### src/rtl/sss_pkg.sv
// Shared types, constants and small arithmetic helpers for the SSS generator.
// No dependencies; used by every module under rtl/.
package sss_pkg;

  // Length of each m-sequence
  localparam int unsigned SeqLen = 31;

  // m-sequences x_s, x_c, x_z from start state 0 0 0 0 1; bit i is element i
  localparam logic [SeqLen-1:0] SeqS = 31'b1010111011000111110011010010000;
  localparam logic [SeqLen-1:0] SeqC = 31'b1001011001111100011011101010000;
  localparam logic [SeqLen-1:0] SeqZ = 31'b1101010010001011111011001110000;

  // cell_id / 3 as (cell_id * 683) >> 11, exact for 9-bit inputs
  localparam logic [9:0] Div3Mul   = 10'd683;
  localparam int unsigned Div3Shift = 11;

  // Positions of interest in the emitted sequence
  localparam logic [5:0] PosDc      = 6'd31;
  localparam logic [5:0] PosLastNoDc = 6'd61;
  localparam logic [5:0] PosLastDc   = 6'd62;

  // Chip codes
  localparam logic signed [1:0] ChipPos  = 2'sb01;
  localparam logic signed [1:0] ChipNeg  = 2'sb11;
  localparam logic signed [1:0] ChipZero = 2'sb00;

  // Shifts and sector handed from front to back
  typedef struct packed {
    logic [4:0] ma;  // shift of s on even chips
    logic [4:0] mb;  // shift of s on odd chips
    logic [2:0] mz;  // shift of z
    logic [1:0] n2;  // sector, shift of c
  } sss_cmd_t;

  // Quotient by 30 for values up to 239, by constant compares
  function automatic logic [2:0] div30_f(input logic [7:0] v);
    logic [2:0] q;
    q = '0;
    for (int k = 1; k < 8; k++) begin
      if (v >= 8'(k * 30)) q = 3'(k);
    end
    return q;
  endfunction

  // Quotient by 31 for values up to 247, by constant compares
  function automatic logic [2:0] div31_f(input logic [7:0] v);
    logic [2:0] q;
    q = '0;
    for (int k = 1; k < 8; k++) begin
      if (v >= 8'(k * 31)) q = 3'(k);
    end
    return q;
  endfunction

  // Triangular number k(k+1)/2 for k up to 7
  function automatic logic [4:0] tri_f(input logic [2:0] k);
    logic [4:0] t;
    case (k)
      3'd0:    t = 5'd0;
      3'd1:    t = 5'd1;
      3'd2:    t = 5'd3;
      3'd3:    t = 5'd6;
      3'd4:    t = 5'd10;
      3'd5:    t = 5'd15;
      3'd6:    t = 5'd21;
      3'd7:    t = 5'd28;
      default: t = 5'd0;
    endcase
    return t;
  endfunction

  // Reduce mod 31 a value known to be below 62
  function automatic logic [4:0] mod31_f(input logic [5:0] v);
    logic [5:0] r;
    r = (v >= 6'd31) ? (v - 6'd31) : v;
    return r[4:0];
  endfunction

endpackage

### src/rtl/lte_sss_sequence_generator.sv
// LTE SSS generator top: front pipeline, command queue, chip sequencer.
// An input word passes the front pipeline, command queue and output register.
// One chip word per cycle while pops and commands allow; the back-end sequencer
// takes one cell_id word per 62-chip sequence (63 with the DC sample).
// Reset: dc_en_q clears to 0, all pipeline stages and queues empty.
// Depends on sss_pkg, sss_front, sss_cmd_fifo, sss_back.
module lte_sss_sequence_generator #(
  parameter int unsigned CmdDepth = 2
) (
  input  logic              clk_i,
  input  logic              rst_ni,
  input  logic              cfg_we_i,
  input  logic              cfg_wdata_i,
  input  logic              push,
  output logic              full,
  input  logic [8:0]        cell_id_i,
  input  logic              second_half_i,
  output logic              empty,
  input  logic              pop,
  output logic signed [1:0] chip_o,
  output logic [5:0]        position_o,
  output logic              last_o
);

  logic dc_en_q;

  logic              f_valid, q_full, q_empty, q_pop;
  sss_pkg::sss_cmd_t f_cmd, q_cmd;

  // config register
  always_ff @(posedge clk_i or negedge rst_ni) begin
    if (!rst_ni) dc_en_q <= 1'b0;
    else if (cfg_we_i) dc_en_q <= cfg_wdata_i;
  end

  sss_front u_front (
    .clk_i         (clk_i),
    .rst_ni        (rst_ni),
    .push          (push),
    .full          (full),
    .cell_id_i     (cell_id_i),
    .second_half_i (second_half_i),
    .cmd_valid_o   (f_valid),
    .cmd_ready_i   (!q_full),
    .cmd_o         (f_cmd)
  );

  sss_cmd_fifo #(
    .Depth (CmdDepth)
  ) u_fifo (
    .clk_i   (clk_i),
    .rst_ni  (rst_ni),
    .push_i  (f_valid),
    .data_i  (f_cmd),
    .full_o  (q_full),
    .pop_i   (q_pop),
    .data_o  (q_cmd),
    .empty_o (q_empty)
  );

  sss_back u_back (
    .clk_i       (clk_i),
    .rst_ni      (rst_ni),
    .dc_en_i     (dc_en_q),
    .cmd_valid_i (!q_empty),
    .cmd_i       (q_cmd),
    .cmd_pop_o   (q_pop),
    .empty       (empty),
    .pop         (pop),
    .chip_o      (chip_o),
    .position_o  (position_o),
    .last_o      (last_o)
  );

  // last word sits at the end of a 62 or 63 word sequence
  assert property (@(posedge clk_i) disable iff (!rst_ni)
    (!empty && last_o) |->
      ((dc_en_q && position_o == sss_pkg::PosLastDc) ||
       (!dc_en_q && position_o == sss_pkg::PosLastNoDc)))
    else $error("last flag at wrong position");

  // zero chip only in the DC slot
  assert property (@(posedge clk_i) disable iff (!rst_ni)
    (!empty && chip_o == sss_pkg::ChipZero) |->
      (dc_en_q && position_o == sss_pkg::PosDc))
    else $error("zero chip outside DC slot");

  // positions advance by one within a sequence
  assert property (@(posedge clk_i) disable iff (!rst_ni)
    (pop && !empty && !last_o) ##1 !empty |->
      (position_o == $past(position_o) + 6'd1))
    else $error("position skipped");

  // back end never pulls from an empty queue
  assert property (@(posedge clk_i) disable iff (!rst_ni)
    q_pop |-> !q_empty)
    else $error("command pop while queue empty");

endmodule

### src/rtl/sss_front.sv
// Front end: accepts cell_id / subframe words and derives sector and shifts.
// Four-stage pipeline; depends on sss_pkg.
module sss_front (
  input  logic                clk_i,
  input  logic                rst_ni,
  input  logic                push,
  output logic                full,
  input  logic [8:0]          cell_id_i,
  input  logic                second_half_i,
  output logic                cmd_valid_o,
  input  logic                cmd_ready_i,
  output sss_pkg::sss_cmd_t   cmd_o
);

  // stage valids
  logic v1_q, v2_q, v3_q, v4_q;
  logic rdy1, rdy2, rdy3, rdy4;

  // stage payloads
  logic [8:0] s1_cid_q;
  logic       s1_half_q, s2_half_q, s3_half_q, s4_half_q;
  logic [7:0] s1_n1_q, s2_n1_q, s3_n1_q;
  logic [1:0] s2_n2_q, s3_n2_q, s4_n2_q;
  logic [2:0] s2_qp_q, s3_q_q;
  logic [7:0] s4_mp_q;

  logic [18:0] n1_prod;
  logic [8:0]  n2_full;
  logic [7:0]  q_sum;
  logic [2:0]  qm;
  logic [7:0]  m0_w;
  logic [4:0]  m0, m1;

  // ready ripples back from the queue
  assign rdy4 = !v4_q || cmd_ready_i;
  assign rdy3 = !v3_q || rdy4;
  assign rdy2 = !v2_q || rdy3;
  assign rdy1 = !v1_q || rdy2;
  assign full = !rdy1;

  // group number by reciprocal multiply
  assign n1_prod = 19'(cell_id_i) * 19'(sss_pkg::Div3Mul);
  // sector from remainder
  assign n2_full = s1_cid_q - (9'(s1_n1_q) * 9'd3);
  // q = (N1 + q'(q'+1)/2) / 30
  assign q_sum   = s2_n1_q + 8'(sss_pkg::tri_f(s2_qp_q));

  always_ff @(posedge clk_i or negedge rst_ni) begin
    if (!rst_ni) begin
      v1_q <= 1'b0;
      v2_q <= 1'b0;
      v3_q <= 1'b0;
      v4_q <= 1'b0;
    end else begin
      if (rdy1) v1_q <= push;
      if (rdy2) v2_q <= v1_q;
      if (rdy3) v3_q <= v2_q;
      if (rdy4) v4_q <= v3_q;
    end
  end

  always_ff @(posedge clk_i) begin
    if (rdy1) begin
      s1_cid_q  <= cell_id_i;
      s1_half_q <= second_half_i;
      s1_n1_q   <= n1_prod[sss_pkg::Div3Shift +: 8];
    end
    if (rdy2) begin
      s2_half_q <= s1_half_q;
      s2_n1_q   <= s1_n1_q;
      s2_n2_q   <= n2_full[1:0];
      s2_qp_q   <= sss_pkg::div30_f(s1_n1_q);
    end
    if (rdy3) begin
      s3_half_q <= s2_half_q;
      s3_n1_q   <= s2_n1_q;
      s3_n2_q   <= s2_n2_q;
      s3_q_q    <= sss_pkg::div30_f(q_sum);
    end
    if (rdy4) begin
      s4_half_q <= s3_half_q;
      s4_n2_q   <= s3_n2_q;
      s4_mp_q   <= s3_n1_q + 8'(sss_pkg::tri_f(s3_q_q));
    end
  end

  // m0 = m' mod 31, m1 = (m0 + m'/31 + 1) mod 31
  assign qm   = sss_pkg::div31_f(s4_mp_q);
  assign m0_w = s4_mp_q - 8'(8'(qm) * 8'd31);
  assign m0   = m0_w[4:0];
  assign m1   = sss_pkg::mod31_f(6'(m0) + 6'(qm) + 6'd1);

  // subframe select swaps the shifts
  always_comb begin
    cmd_o.ma = s4_half_q ? m1 : m0;
    cmd_o.mb = s4_half_q ? m0 : m1;
    cmd_o.mz = cmd_o.ma[2:0];
    cmd_o.n2 = s4_n2_q;
  end

  assign cmd_valid_o = v4_q;

endmodule

### src/rtl/sss_cmd_fifo.sv
// Small command queue between front and back ends.
// Holds sss_pkg::sss_cmd_t words; depends on sss_pkg.
module sss_cmd_fifo #(
  parameter int unsigned Depth = 2
) (
  input  logic              clk_i,
  input  logic              rst_ni,
  input  logic              push_i,
  input  sss_pkg::sss_cmd_t data_i,
  output logic              full_o,
  input  logic              pop_i,
  output sss_pkg::sss_cmd_t data_o,
  output logic              empty_o
);

  localparam int unsigned PtrW = (Depth > 1) ? $clog2(Depth) : 1;
  localparam int unsigned CntW = $clog2(Depth + 1);

  sss_pkg::sss_cmd_t mem_q [Depth];
  logic [PtrW-1:0] wr_ptr_q, rd_ptr_q;
  logic [CntW-1:0] cnt_q;
  logic do_push, do_pop;

  assign full_o  = (cnt_q == CntW'(Depth));
  assign empty_o = (cnt_q == '0);
  assign do_push = push_i && !full_o;
  assign do_pop  = pop_i && !empty_o;
  assign data_o  = mem_q[rd_ptr_q];

  // storage
  always_ff @(posedge clk_i) begin
    if (do_push) mem_q[wr_ptr_q] <= data_i;
  end

  // pointers and fill count
  always_ff @(posedge clk_i or negedge rst_ni) begin
    if (!rst_ni) begin
      wr_ptr_q <= '0;
      rd_ptr_q <= '0;
      cnt_q    <= '0;
    end else begin
      if (do_push) begin
        wr_ptr_q <= (wr_ptr_q == PtrW'(Depth - 1)) ? '0 : wr_ptr_q + 1'b1;
      end
      if (do_pop) begin
        rd_ptr_q <= (rd_ptr_q == PtrW'(Depth - 1)) ? '0 : rd_ptr_q + 1'b1;
      end
      if (do_push && !do_pop) cnt_q <= cnt_q + 1'b1;
      else if (do_pop && !do_push) cnt_q <= cnt_q - 1'b1;
    end
  end

endmodule

### src/rtl/sss_back.sv
// Back end: walks the positions of one sequence and forms each chip.
// Output register feeds the result queue ports; depends on sss_pkg.
module sss_back (
  input  logic                    clk_i,
  input  logic                    rst_ni,
  input  logic                    dc_en_i,
  input  logic                    cmd_valid_i,
  input  sss_pkg::sss_cmd_t       cmd_i,
  output logic                    cmd_pop_o,
  output logic                    empty,
  input  logic                    pop,
  output logic signed [1:0]       chip_o,
  output logic [5:0]              position_o,
  output logic                    last_o
);

  logic [5:0] pos_q;
  logic       out_valid_q;
  logic signed [1:0] chip_q;
  logic [5:0] out_pos_q;
  logic       out_last_q;

  logic       load, is_last, is_dc, odd, bit_v;
  logic [5:0] src;
  logic [4:0] n, ms, is_s, is_c, is_z;
  logic signed [1:0] chip_d;

  // output register refills whenever it is free or being taken and a command waits
  assign load    = cmd_valid_i && (!out_valid_q || pop);
  assign is_last = dc_en_i ? (pos_q == sss_pkg::PosLastDc) : (pos_q == sss_pkg::PosLastNoDc);
  assign is_dc   = dc_en_i && (pos_q == sss_pkg::PosDc);
  assign cmd_pop_o = load && is_last;

  // source chip index skips the DC slot
  assign src = (dc_en_i && (pos_q > sss_pkg::PosDc)) ? (pos_q - 6'd1) : pos_q;
  assign n   = src[5:1];
  assign odd = src[0];
  assign ms  = odd ? cmd_i.mb : cmd_i.ma;

  // cyclic indices into s, c, z
  assign is_s = sss_pkg::mod31_f(6'(n) + 6'(ms));
  assign is_c = sss_pkg::mod31_f(6'(n) + 6'(cmd_i.n2) + (odd ? 6'd3 : 6'd0));
  assign is_z = sss_pkg::mod31_f(6'(n) + 6'(cmd_i.mz));
  assign bit_v = sss_pkg::SeqS[is_s] ^ sss_pkg::SeqC[is_c] ^ (odd & sss_pkg::SeqZ[is_z]);

  always_comb begin
    if (is_dc) chip_d = sss_pkg::ChipZero;
    else if (bit_v) chip_d = sss_pkg::ChipNeg;
    else chip_d = sss_pkg::ChipPos;
  end

  // position counter and output valid
  always_ff @(posedge clk_i or negedge rst_ni) begin
    if (!rst_ni) begin
      pos_q       <= '0;
      out_valid_q <= 1'b0;
    end else begin
      if (load) pos_q <= is_last ? '0 : pos_q + 6'd1;
      if (load) out_valid_q <= 1'b1;
      else if (pop) out_valid_q <= 1'b0;
    end
  end

  // output word
  always_ff @(posedge clk_i) begin
    if (load) begin
      chip_q     <= chip_d;
      out_pos_q  <= pos_q;
      out_last_q <= is_last;
    end
  end

  assign empty      = !out_valid_q;
  assign chip_o     = chip_q;
  assign position_o = out_pos_q;
  assign last_o     = out_last_q;

endmodule
### config.mk
export PLATFORM = sky130hd
export DESIGN_NAME = lte_sss_sequence_generator
export DESIGN_NICKNAME = d
export VERILOG_FILES = /design/src/rtl/sss_pkg.sv /design/src/rtl/lte_sss_sequence_generator.sv /design/src/rtl/sss_front.sv /design/src/rtl/sss_cmd_fifo.sv /design/src/rtl/sss_back.sv
export SDC_FILE = /design/constraint.sdc
export NUM_CORES = 1
export LEC_CHECK = 0
export BUFFER_PORTS_ARGS = -buffer_cell sky130_fd_sc_hd__buf_2
export CAP_MARGIN = 20
export CORE_ASPECT_RATIO = 1.5
export CORE_MARGIN = 8
export CORE_UTILIZATION = 50
export CTS_CLUSTER_SIZE = 14
export DETAILED_ROUTE_END_ITERATION = 10
export GPL_ROUTABILITY_DRIVEN = 1
export HOLD_SLACK_MARGIN = 0.06
export PLACE_DENSITY = 0.77
export RECOVER_POWER = 25
export REMOVE_ABC_BUFFERS = 1
export SYNTH_ARGS = -nofsm -noshare
export SYNTH_HDL_FRONTEND = slang
export SYNTH_SLANG_ARGS = --single-unit
### constraint.sdc
create_clock -name clk_i -period 5.9 [get_ports clk_i]
set_input_delay 0.59 -clock clk_i [delete_from_list [all_inputs] [get_ports clk_i]]
set_output_delay 0.59 -clock clk_i [all_outputs]
set_load 0.005 [all_outputs]
==> flow_summary.ini <==
[detailed_routing]
wl_mm = 13.6
m1WireLength_mm = 5.29
drc_errors = 0
via_count = 5229
dr.pass1.iters = 5
vias_per_cell = 5.38
wl_met3_um = 268
top_layer_used = met4
drtIter0Drc = 259
wire_per_inst_um = 14.0
route.met2.wl_mm = 7.84
ant_nets = 0

[clock_tree]
numCtsBuffers = 9
clk_pin_slew_worst_paths_ns = 0.07
cts_tree = yes
hold_buffers = 0
cts_resized = 0
post_cts_buffers = 0
cts_root_buf = clkbuf_16
htreeDepth = 3
clkLatencyLatePin_ns = 0.34
clock-sinks = 99
clockBufferDepth = 2

[logic_synthesis]
synth-simple-area-share = 0.110
synth_top_family_by_area = adder cells
ys_seq_area_frac = 0.375
ys_warn_count = 0
synth_edf_count = 83
synth_area_um2 = 7720
synth-xor-area-share = 0.0587
synth-compound-area-share = 0.122
post_synth_num_cell_types = 68
syn_inst = 739
ys.flop_type = edfxtp_1
synth_area_per_cell_um2 = 10.4
synthArstFlopShare = 0.162
synth_mux_area_frac = 0.0358
synthAdderAreaFrac = 0.239
synth_seq_cells = 99

[min_path]
min_path_type = in -> async

[outcome]
status = complete, no violations

[finish]
num_antenna_cells = 0
fillers = 1244
drive_above_1_share = 0.0841
stdcell_count = 972
area_growth_pct = 8.05
nNetsFinal = 911

[placement]
io_buffers = 26
placed_cells = 956
dpl.hpwl_mm = 11.1
place.gp.congestion = 0.781

[die]
die_w_um = 117
io_pins = 27
initial_utilization = 0.512
num_rows = 55
die_h_um = 168
core_region_area_um2 = 15100
die_area_um2 = 19800

[global_routing]
grt_antenna_before_repair = 0
grt_pass1_vias = 5468
grt_max_degree = 19
grt_overflow = 0
grt_pass1_wl_mm = 23.6
grt_use_total = 0.143

[critical_path]
startpoint_type = register
cp_common_cell = ha_1
cp_slowest_cell = fa_1
critical_path_class = reg -> reg
cp_cell_sequence = maj3_1, o211a_1, o221ai_1, o21a_1, inv_1, fa_1, ha_1, inv_1, ha_1, xnor2_1, ha_1, xor2_1, nand3_1, a21oi_1, o211ai_1, xnor2_1, mux2_2
critPathRequiredTime_ns = 5.98
crit_arrival_ns = 5.14
crit_path_end_kind = register
worstPathMaxFanout = 6
cp_top_family = adder cells
cpPeakStageDelay_ns = 0.50
critical_path.n_buffers_inverters = 2

[timing]
final.min_clock_period_ns = 5.06
setup_tns_ns = 0
worst_pin_slew_ns = 0.974
period_share = 0.858
setup_violations = 0
rsz0062_at_grt = no
drv_slew = 0
finClkSkew_ns = 0.00796
slew_headroom = 0.348
hold_viol = 0
fmax_mhz = 198

[job]
drv_cap = 0
## cell usage after synthesis (all sizes together), types with 3 or more instances
| library cell | n | area (um2) |
|---|---|---|
| nor4b | 4 | 47.6 |
| buf | 5 | 28.8 |
| or2 | 3 | 18.8 |
| o21ai | 43 | 215 |
| mux2i | 13 | 130 |
| nor3 | 10 | 50.1 |
| nor2 | 44 | 165 |
| nand4 | 8 | 50.1 |
| o22ai | 4 | 25.0 |
| xnor2 | 38 | 348 |
| dfrtp | 16 | 400 |
| inv | 109 | 409 |
| edfxtp | 83 | 2490 |
| a21o | 11 | 82.6 |
| o31ai | 3 | 36.3 |
| o211ai | 3 | 22.5 |
| nand2b | 10 | 62.6 |
| ha | 96 | 1200 |
| o21bai | 5 | 37.5 |
| clkbuf | 5 | 18.8 |
| a21oi | 37 | 189 |
| and3 | 5 | 31.3 |
| xor2 | 12 | 105 |
| fa | 31 | 621 |
| mux2 | 9 | 101 |
| and2 | 4 | 27.5 |
| nand2 | 47 | 176 |
| nor2b | 8 | 50.1 |
| or3 | 5 | 36.3 |
| a31oi | 7 | 43.8 |
| nand3 | 15 | 75.1 |
| a211oi | 8 | 77.6 |
| o21a | 5 | 37.5 |
| nand3b | 4 | 30.0 |
## per-layer routing
layer  track usage  vias to the layer above
met4        0.0509                        0
met5             0                        -
met3        0.0214                       11
met2         0.293                       54
met1         0.139                     2518
li1              -                     2646
## final cells by class
cell class | count | area, um2 | area share
clock buffers | 11 | 243 | 0.0291
clock inverters | 5 | 36.3 | 0.00435
inverters | 110 | 413 | 0.0495
multi-input cells | 520 | 4370 | 0.524
flip-flops and latches | 99 | 2890 | 0.347
well taps | 199 | 249 | 0.0298
repair buffers | 28 | 141 | 0.0169
## stage by stage
stage / util / instance area [um2] / setup slack, ns / hold WS [ns]
2_1_floorplan: - / 7670 / 1.35 / 0.294
3_5_place_dp: 0.535 / 8070 / 0.979 / 0.405
4_1_cts: 0.554 / 8350 / 0.920 / 0.164
6_report: 0.554 / 8340 / 0.839 / 0.350
5_1_grt: 0.554 / 8340 / 0.481 / 0.426
3_3_place_gp: 0.535 / 8070 / 1.11 / 0.402
## cells by family after synthesis
family                     Yosys count
buffers and inverters              120
muxes                               24
and+or+nand+nor                    171
AOI/OAI and AO/OA                  146
DFF                                 99
xor gates and xnor gates            50
adders and majority gates          129
## sequential cells by signal (all words and copies together), names as in the netlist, 3 cells and up
| signal | count |
|---|---|
| u_front.s3_q_q | 3 |
| u_fifo.mem_q | 24 |
| u_back.position_o | 6 |
| u_front.s2_qp_q | 3 |
| u_front.s2_n1_q | 8 |
| u_front.s3_n1_q | 8 |
| u_front.s4_mp_q | 8 |
| u_back.pos_q | 6 |
| u_front.s1_n1_q | 8 |
## worst reg2reg max path: stages (launching register included)
cell	delay, ns
edfxtp_1	0.47
maj3_1	0.43
o211a_1	0.23
o221ai_1	0.17
o21a_1	0.26
inv_1	0.12
fa_1	0.50
ha_1	0.30
inv_1	0.04
ha_1	0.36
xnor2_1	0.28
ha_1	0.31
xor2_1	0.39
nand3_1	0.13
a21oi_1	0.21
o211ai_1	0.12
xnor2_1	0.18
mux2_2	0.30
## final timing paths
kind | start | to | slack (ns) | depth (start not counted)
max reg2reg | u_front.s4_mp_q[1] | u_fifo.mem_q[0][7] | 0.84 | 17
max | u_front.s4_mp_q[1] | u_fifo.mem_q[0][7] | 0.84 | 17
min | rst_ni | u_back.pos_q[0] | 0.35 | 1
min reg2reg | u_front.s3_n2_q[0] | u_front.s4_n2_q[0] | 0.42 | 0
min in group clk_i | u_front.s3_n2_q[0] | u_front.s4_n2_q[0] | 0.42 | 0
max in group asynchronous | rst_ni | u_back.pos_q[1] | 4.99 | 1
## placed cells by master, fill, tap and decap left out, drive strengths merged, types with 7 or more instances in the layout
cell      n
clkbuf   14
mux2i    13
o21ai    43
a21o     11
a211oi    8
nor2     44
edfxtp   83
a31oi     7
nand2    47
nor3     10
ha       96
mux2      9
xnor2    38
inv     111
xor2     12
dfrtp    16
nand3    15
buf      25
nor2b     8
nand4     8
a21oi    37
fa       31
nand2b   10
Power is left out: the tool's default activity adds up to more than one toggle a clock period on the data nets, which glitch-free logic cannot reach.
